===== src/sv/rctd_pkg.sv =====
// Package with the shared constants and types of the ring code target decoder.
`default_nettype none

package rctd_pkg;

  // Ring geometry.
  localparam int SAMPLE_COUNT = 60;
  localparam int CODE_BITS = 15;
  localparam int GROUP_SIZE = SAMPLE_COUNT / CODE_BITS;

  // The start pattern 0,1,1,1,0 takes the first five code bits; the rest form the id.
  localparam int START_LEN = 5;
  localparam int ID_BITS = CODE_BITS - START_LEN;

  // Width of a rotation amount and of a per-group white count.
  localparam int SEL_W = $clog2(CODE_BITS);
  localparam int CNT_W = $clog2(GROUP_SIZE + 2);

  // A group votes 1 when its white count exceeds half its size.
  localparam logic [CNT_W-1:0] VOTE_HALF = CNT_W'(GROUP_SIZE / 2);

  // Expected low bits of an aligned code.
  localparam logic [START_LEN-1:0] START_PATTERN = 5'b01110;

  typedef logic [SAMPLE_COUNT-1:0] samples_t;
  typedef logic [CODE_BITS-1:0] code_t;
  typedef logic [ID_BITS-1:0] id_t;
  typedef logic [SEL_W-1:0] sel_t;

  // Decoded bits with the chosen start position, passed to the alignment stage.
  typedef struct packed {
    code_t bits;
    sel_t  sel;
    logic  hit;
  } match_t;

endpackage

`default_nettype wire


===== src/sv/rctd_in_if.sv =====
// Request channel that carries the ring samples into the decoder.
`default_nettype none

interface rctd_in_if;
  import rctd_pkg::*;

  logic     valid;
  logic     ready;
  samples_t ring_samples;

  modport source (output valid, output ring_samples, input ready);
  modport sink (input valid, input ring_samples, output ready);

endinterface

`default_nettype wire


===== src/sv/rctd_out_if.sv =====
// Request channel that carries the decoded target out of the decoder.
`default_nettype none

interface rctd_out_if;
  import rctd_pkg::*;

  logic  valid;
  logic  ready;
  id_t   target_id;
  code_t aligned_code;
  logic  found;

  modport source (output valid, output target_id, output aligned_code, output found,
                  input ready);
  modport sink (input valid, input target_id, input aligned_code, input found,
                output ready);

endinterface

`default_nettype wire


===== src/sv/rctd_vote.sv =====
// Pipeline stage that turns each group of ring samples into one code bit by majority.
`default_nettype none

module rctd_vote (
  input  wire                 clk,
  input  wire                 rst,
  input  wire                 in_valid,
  output logic                in_ready,
  input  rctd_pkg::samples_t  samples,
  output logic                out_valid,
  input  wire                 out_ready,
  output rctd_pkg::code_t     bits
);
  import rctd_pkg::*;

  code_t bits_next;

  // Count white samples in every group and compare against half the group.
  always_comb begin
    logic [CNT_W-1:0] white;
    white = '0;
    bits_next = '0;
    for (int b = 0; b < CODE_BITS; b++) begin
      white = '0;
      for (int s = 0; s < GROUP_SIZE; s++) begin
        white = white + CNT_W'(samples[b * GROUP_SIZE + s]);
      end
      bits_next[b] = (white > VOTE_HALF);
    end
  end

  // The stage takes a new request when it is empty or its content moves on.
  assign in_ready = !out_valid || out_ready;

  always_ff @(posedge clk) begin
    if (rst) begin
      out_valid <= 1'b0;
    end else if (in_ready) begin
      out_valid <= in_valid;
    end
  end

  always_ff @(posedge clk) begin
    if (in_ready && in_valid) begin
      bits <= bits_next;
    end
  end

endmodule

`default_nettype wire


===== src/sv/rctd_match.sv =====
// Two pipeline stages: start pattern detection at every position, then the last-match pick.
`default_nettype none

module rctd_match (
  input  wire               clk,
  input  wire               rst,
  input  wire               in_valid,
  output logic              in_ready,
  input  rctd_pkg::code_t   bits,
  output logic              out_valid,
  input  wire               out_ready,
  output rctd_pkg::match_t  match
);
  import rctd_pkg::*;

  code_t  flags_next;
  code_t  flags;
  code_t  held_bits;
  logic   det_valid;
  logic   det_ready;
  match_t match_next;

  // A position matches when the five cyclically following bits read 0,1,1,1,0.
  always_comb begin
    for (int b = 0; b < CODE_BITS; b++) begin
      flags_next[b] = !bits[b]
                      && bits[(b + 1) % CODE_BITS]
                      && bits[(b + 2) % CODE_BITS]
                      && bits[(b + 3) % CODE_BITS]
                      && !bits[(b + 4) % CODE_BITS];
    end
  end

  // Detection stage registers.
  assign in_ready = !det_valid || det_ready;

  always_ff @(posedge clk) begin
    if (rst) begin
      det_valid <= 1'b0;
    end else if (in_ready) begin
      det_valid <= in_valid;
    end
  end

  always_ff @(posedge clk) begin
    if (in_ready && in_valid) begin
      flags <= flags_next;
      held_bits <= bits;
    end
  end

  // The highest matching position wins.
  always_comb begin
    match_next.bits = held_bits;
    match_next.hit = |flags;
    match_next.sel = '0;
    for (int b = 0; b < CODE_BITS; b++) begin
      if (flags[b]) begin
        match_next.sel = SEL_W'(b);
      end
    end
  end

  // Selection stage registers.
  assign det_ready = !out_valid || out_ready;

  always_ff @(posedge clk) begin
    if (rst) begin
      out_valid <= 1'b0;
    end else if (det_ready) begin
      out_valid <= det_valid;
    end
  end

  always_ff @(posedge clk) begin
    if (det_ready && det_valid) begin
      match <= match_next;
    end
  end

endmodule

`default_nettype wire


===== src/sv/rctd_align.sv =====
// Output stage that rotates the code to its start pattern and packs the target id.
`default_nettype none

module rctd_align (
  input  wire               clk,
  input  wire               rst,
  input  wire               in_valid,
  output logic              in_ready,
  input  rctd_pkg::match_t  match,
  output logic              out_valid,
  input  wire               out_ready,
  output rctd_pkg::id_t     target_id,
  output rctd_pkg::code_t   aligned_code,
  output logic              found
);
  import rctd_pkg::*;

  logic [2*CODE_BITS-1:0] doubled;
  code_t                  code_next;
  id_t                    id_next;

  // Rotate right by the start position over a doubled copy; zero when nothing matched.
  always_comb begin
    doubled = {match.bits, match.bits} >> match.sel;
    code_next = match.hit ? doubled[CODE_BITS-1:0] : '0;
    for (int n = START_LEN; n < CODE_BITS; n++) begin
      id_next[CODE_BITS - 1 - n] = code_next[n];
    end
  end

  // Output register; it holds a result until the sink takes it.
  assign in_ready = !out_valid || out_ready;

  always_ff @(posedge clk) begin
    if (rst) begin
      out_valid <= 1'b0;
    end else if (in_ready) begin
      out_valid <= in_valid;
    end
  end

  always_ff @(posedge clk) begin
    if (in_ready && in_valid) begin
      target_id <= id_next;
      aligned_code <= code_next;
      found <= match.hit;
    end
  end

endmodule

`default_nettype wire


===== src/sv/ring_code_target_decoder.sv =====
// Throughput: one ring per cycle while the output is not stalled; four register stages
// (vote, detect, select, align) each advance whenever they are empty or their content moves on.
// A stalled output holds its result while earlier stages keep filling empty slots.
// Reset (synchronous, active high) clears all stage valid bits; the data registers are not reset.
`default_nettype none

module ring_code_target_decoder (
  input  wire        clk,
  input  wire        rst,
  rctd_in_if.sink    ring,
  rctd_out_if.source result
);
  import rctd_pkg::*;

  logic   vote_valid;
  logic   vote_ready;
  code_t  vote_bits;
  logic   match_valid;
  logic   match_ready;
  match_t match;

  // Majority vote per group.
  rctd_vote u_vote (
    .clk       (clk),
    .rst       (rst),
    .in_valid  (ring.valid),
    .in_ready  (ring.ready),
    .samples   (ring.ring_samples),
    .out_valid (vote_valid),
    .out_ready (vote_ready),
    .bits      (vote_bits)
  );

  // Start pattern search.
  rctd_match u_match (
    .clk       (clk),
    .rst       (rst),
    .in_valid  (vote_valid),
    .in_ready  (vote_ready),
    .bits      (vote_bits),
    .out_valid (match_valid),
    .out_ready (match_ready),
    .match     (match)
  );

  // Rotation and id packing.
  rctd_align u_align (
    .clk          (clk),
    .rst          (rst),
    .in_valid     (match_valid),
    .in_ready     (match_ready),
    .match        (match),
    .out_valid    (result.valid),
    .out_ready    (result.ready),
    .target_id    (result.target_id),
    .aligned_code (result.aligned_code),
    .found        (result.found)
  );

endmodule

`default_nettype wire


===== src/flat_wrapper.sv =====
// flat-port wrapper written by rule: the top's interface ports become plain ports
module ring_code_target_decoder_flat import rctd_pkg::*;
  (clk, rst, ring_valid, ring_ring_samples, ring_ready, result_valid, result_target_id, result_aligned_code, result_found, result_ready);
  rctd_in_if ring_i ();
  rctd_out_if result_i ();
  input  wire clk;
  input  wire rst;
  input wire logic [$bits(ring_i.valid)-1:0] ring_valid;
  input wire logic [$bits(ring_i.ring_samples)-1:0] ring_ring_samples;
  output wire logic [$bits(ring_i.ready)-1:0] ring_ready;
  output wire logic [$bits(result_i.valid)-1:0] result_valid;
  output wire logic [$bits(result_i.target_id)-1:0] result_target_id;
  output wire logic [$bits(result_i.aligned_code)-1:0] result_aligned_code;
  output wire logic [$bits(result_i.found)-1:0] result_found;
  input wire logic [$bits(result_i.ready)-1:0] result_ready;
  assign ring_i.valid = ring_valid;
  assign ring_i.ring_samples = ring_ring_samples;
  assign ring_ready = ring_i.ready;
  assign result_valid = result_i.valid;
  assign result_target_id = result_i.target_id;
  assign result_aligned_code = result_i.aligned_code;
  assign result_found = result_i.found;
  assign result_i.ready = result_ready;
  ring_code_target_decoder u_core (.clk(clk), .rst(rst), .ring(ring_i), .result(result_i));
endmodule

===== config.mk =====
export PLATFORM = sky130hd
export DESIGN_NAME = ring_code_target_decoder_flat
export DESIGN_NICKNAME = d
export VERILOG_FILES = /design/src/sv/rctd_pkg.sv /design/src/sv/rctd_in_if.sv /design/src/sv/rctd_out_if.sv /design/src/sv/rctd_vote.sv /design/src/sv/rctd_match.sv /design/src/sv/rctd_align.sv /design/src/sv/ring_code_target_decoder.sv /design/src/flat_wrapper.sv
export SDC_FILE = /design/constraint.sdc
export NUM_CORES = 1
export LEC_CHECK = 0
export BUFFER_PORTS_ARGS = -buffer_cell sky130_fd_sc_hd__buf_2
export CORE_MARGIN = 8
export CORE_UTILIZATION = 51
export CTS_CLUSTER_DIAMETER = 60
export DETAILED_ROUTE_END_ITERATION = 8
export GPL_TIMING_DRIVEN = 0
export MAX_ROUTING_LAYER = met4
export PLACE_DENSITY = 0.79
export SLEW_MARGIN = 10
export SYNTH_ARGS = -nofsm -noshare
export SYNTH_HDL_FRONTEND = slang
export SYNTH_HIERARCHICAL = 1
export SYNTH_SLANG_ARGS = --single-unit

===== constraint.sdc =====
create_clock -name clk -period 2.3 [get_ports clk]
set_clock_uncertainty 0.15 [all_clocks]
set_input_delay 0.46 -clock clk [delete_from_list [all_inputs] [get_ports clk]]
set_output_delay 0.46 -clock clk [all_outputs]
set_load 0.02 [all_outputs]

==> metrics.md <==
| Metric | Value |
|---|---|
| Total number of vias | 3,219 |
| Number of hold buffers added after CTS | 0 |
| Syn Inst Count | 394 |
| Resized Gates After CTS | 0 |
| Synth-to-layout area growth | 16.7% |
| Count of clock tree sinks | 85 |
| Overall global routing resource usage | 14.8% |
| End-of-flow core utilization | 60.8% |
| DRC viols | 0 |
| Mapped cell area | 5050 sq um |
| CP max-delay cell | sky130_fd_sc_hd__dfxtp_1 |
| Data required time of the worst path | 1690 ps |
| Total gr overflow | 0 |
| Final Cycle Share | 89.8% |
| IO Count | 92 |
| Maximum number of pins on one net before global-route repair | 31 |
| List of cells traversed by the critical path | nand2b_1 -> nor2b_1 -> nand2_1 -> nand2b_4 -> buf_2 |
| Final setup violation count | 0 |
| Setup bufs post-CTS | 0 |
| # H-tree levels | 3 |
| Num CTS Buffers | 9 |
| Primary flip-flop cell chosen by synthesis mapping | sky130_fd_sc_hd__edfxtp_1 |
| Count of non-filler cells in the finished layout | 635 |
| Number of warning messages in the yosys log | 6 |
| IO Port Bufs | 91 |
| Category of the most critical setup path | reg -> out |
| Top post-synthesis cells by area | sky130_fd_sc_hd__edfxtp_1 (48%), sky130_fd_sc_hd__ha_1 (11%), sky130_fd_sc_hd__inv_1 (7.1%) |
| Clock root buffer master | sky130_fd_sc_hd__clkbuf_8 |
| Critical path peak fanout | 4 |
| Part of the total power dissipated in combinational logic | 13.9% |
| Register share of total power | 54.6% |
| Worst VDD drop | 281 uV |
| Overall die height | 115 um |
| Crit path setup slack, layout | 235 ps |
| Area enclosed by the die boundary | 13,300 sq um |
| Source-to-sink clock delay at the later pin of the worst-skew pair | 360 ps |
| Leading post-synthesis cells by instance count | sky130_fd_sc_hd__inv_1 (95), sky130_fd_sc_hd__edfxtp_1 (81), sky130_fd_sc_hd__ha_1 (45) |
| Asr flop ratio synth | 0% |
| CP Buf/Inv Count | 1 |
| Clock slew seen by the registers of the worst setup and hold paths | 80 ps |
| Number of storage elements in the synthesis netlist | 85 |
| First-pass GRT wire length | 15.1 mm |
| Minimum clock period after layout | 2070 ps |
| Starting Density | 52.1% |
| Post-Place Cells | 619 |
| Worst Hold Slack | 147 ps |
| Most instantiated library cell after synthesis | sky130_fd_sc_hd__inv_1 |
| DRT Wirelength | 8.83 mm |
| Cell type with the largest total area after synthesis | sky130_fd_sc_hd__edfxtp_1 |
| Via density per instance | 5.07 |
| Fmax achieved | 484 MHz |
| Reported leakage power | 2.70 nW |
| Worst path top cell family by delay | simple AND/OR/NAND/NOR gates |
| Routability congestion estimate | 0.913 |
| Total internal power | 2.54 mW |
| Post-synth cell types | 35 |
| Number of flops mapped to enable cells by yosys | 81 |
| Setup repair after global routing missed its margin | no |
| Number of pins with negative max-slew slack in the final report | 0 |
| HPWL after detailed placement | 7.11 mm |
| Antenna violations before repair | 0 |
| Clock tree from TritonCTS | yes |
| Ant. Diodes | 0 |
| Total power consumption of the routed design | 3.43 mW |
| Ratio of cells with drive above 1 in the final layout | 27.5% |
| Nature of the critical path startpoint | register |
| Detailed router's first-iteration violation count | 133 |
| Post-synthesis average cell area | 12.8 sq um |
| Net Switching | 894 uW |
| Synthesized Nets | 518 |
| Area share of the leading cell type in the synthesized netlist | 48.2% |
| Hold WC Path Type | in -> reg |
| Detail-routed net length per standard cell | 13.9 um |
| Clock network power share | 31.5% |
| Area of the placeable core | 9680 sq um |
| MaxCap Viol Count | 0 |
| Worst path arrival time | 1460 ps |
| Switching fraction of total power | 26.0% |
| PwrDens | 583 nW/um^2 |
| Iteration count of the initial detailed-routing pass | 5 |
| Largest stage delay on the critical path | 330 ps |
| FP Rows | 36 |
| Worst Tran Pin Value | 671 ps |
| Setup slack after placement | -67.9 ps |
| Relative slew slack | 55.3% |
| Die span in x | 115 um |
| Nets@finish | 621 |
| Kind of capture point of the worst setup path | output port |
| Number of failing hold endpoints at the final stage | 0 |
| Outcome | finished, final reports clean |
| Largest buffer count on any clock path | 2 |
| Sequential element share of the synthesized area | 49.8% |
| Antenna Nets Post-Route | 0 |
| Vias in the first global route | 3,360 |
-- state kept, by name (all words and copies together) (netlist names), 6 cells and up --
name and count:
u_core/u_match/match 20, u_core/u_match/flags 15, u_core/u_vote/bits 15, u_core/u_align/target_id 9, u_core/u_align/aligned_code 6, u_core/u_match/held_bits 15
-- logic make-up (layout without fill, tap and decap cells) --
kind of cell	Yosys count	after routing	synth area share, %
fa+ha+maj	60	60	17.1
compound gates	36	36	4.49
mux	30	30	10.4
flops	85	85	49.8
buf+inv	113	221	9.97
simple gates	70	70	8.23
-- power by group through the flow --
stage,Sequential [mW],Clock [mW],Combinational (mW)
after floorplan,1.88,0,0.326
after global placement,1.90,0,0.437
after global routing,1.88,1.17,0.561
final,1.87,1.08,0.477
after CTS,1.87,1.10,0.483
after detailed placement,1.91,0,0.478
-- worst paths after layout --
| path | start | cells after the start | slack, ps | endpoint |
|---|---|---|---|---|
| hold / removal | rst | 2 | 150 | u_core/u_vote/out_valid |
| setup / recovery | u_core/u_align/out_valid | 5 | 230 | ring_ready |
| hold reg to reg | u_core/u_match/held_bits[0] | 0 | 270 | u_core/u_match/match[5] |
| setup reg to reg | u_core/u_match/match[2] | 4 | 360 | u_core/u_align/target_id[0] |
-- cells in the final DEF, fill, tap and decap left out, types with 2 or more instances in the layout --
| master | n |
|---|---|
| sky130_fd_sc_hd__nor2_1 | 22 |
| sky130_fd_sc_hd__buf_6 | 3 |
| sky130_fd_sc_hd__buf_2 | 93 |
| sky130_fd_sc_hd__mux2i_1 | 15 |
| sky130_fd_sc_hd__nor4b_1 | 15 |
| sky130_fd_sc_hd__nor4_1 | 2 |
| sky130_fd_sc_hd__o22ai_1 | 15 |
| sky130_fd_sc_hd__fa_1 | 15 |
| sky130_fd_sc_hd__mux4_2 | 5 |
| sky130_fd_sc_hd__nand2_1 | 11 |
| sky130_fd_sc_hd__edfxtp_1 | 81 |
| sky130_fd_sc_hd__inv_6 | 3 |
| sky130_fd_sc_hd__mux4_1 | 10 |
| sky130_fd_sc_hd__ha_1 | 45 |
| sky130_fd_sc_hd__nand2b_1 | 4 |
| sky130_fd_sc_hd__dfxtp_1 | 4 |
| sky130_fd_sc_hd__clkbuf_8 | 9 |
| sky130_fd_sc_hd__nor3b_1 | 6 |
| sky130_fd_sc_hd__a21oi_1 | 14 |
| sky130_fd_sc_hd__buf_4 | 10 |
| sky130_fd_sc_hd__o31ai_2 | 2 |
| sky130_fd_sc_hd__inv_1 | 95 |
| sky130_fd_sc_hd__clkbuf_1 | 2 |
-- layout make-up --
cell class,count,area (sq um)
fill,763,3790
sequential,85,2510
multi-input combinational,196,2030
timing repair buffer,92,470
inverter,95,357
tap,133,166
buffer,18,146
clock buffer,9,124
clock inverter,7,80.1
-- metrics by stage --
| stage | instance area (sq um) | TNS [ps] |
|---|---|---|
| 6_report | 5890 | 0 |
| 5_1_grt | 5890 | 0 |
| 4_1_cts | 5890 | 0 |
| 3_5_place_dp | 5690 | -1980 |
| 2_1_floorplan | 5050 | 0 |
| 3_3_place_gp | 5670 | -5740 |
-- layer usage --
metal  up-vias  GRT usage (%)  routed length (um)
li1       1567              -                   -
met1      1524           15.7                3480
met2       112           25.9                4660
met3        16           3.49                 515
met4         0           6.30                 171
met5         -              -                   0
Note: power is estimated with default switching activity, not from simulation.
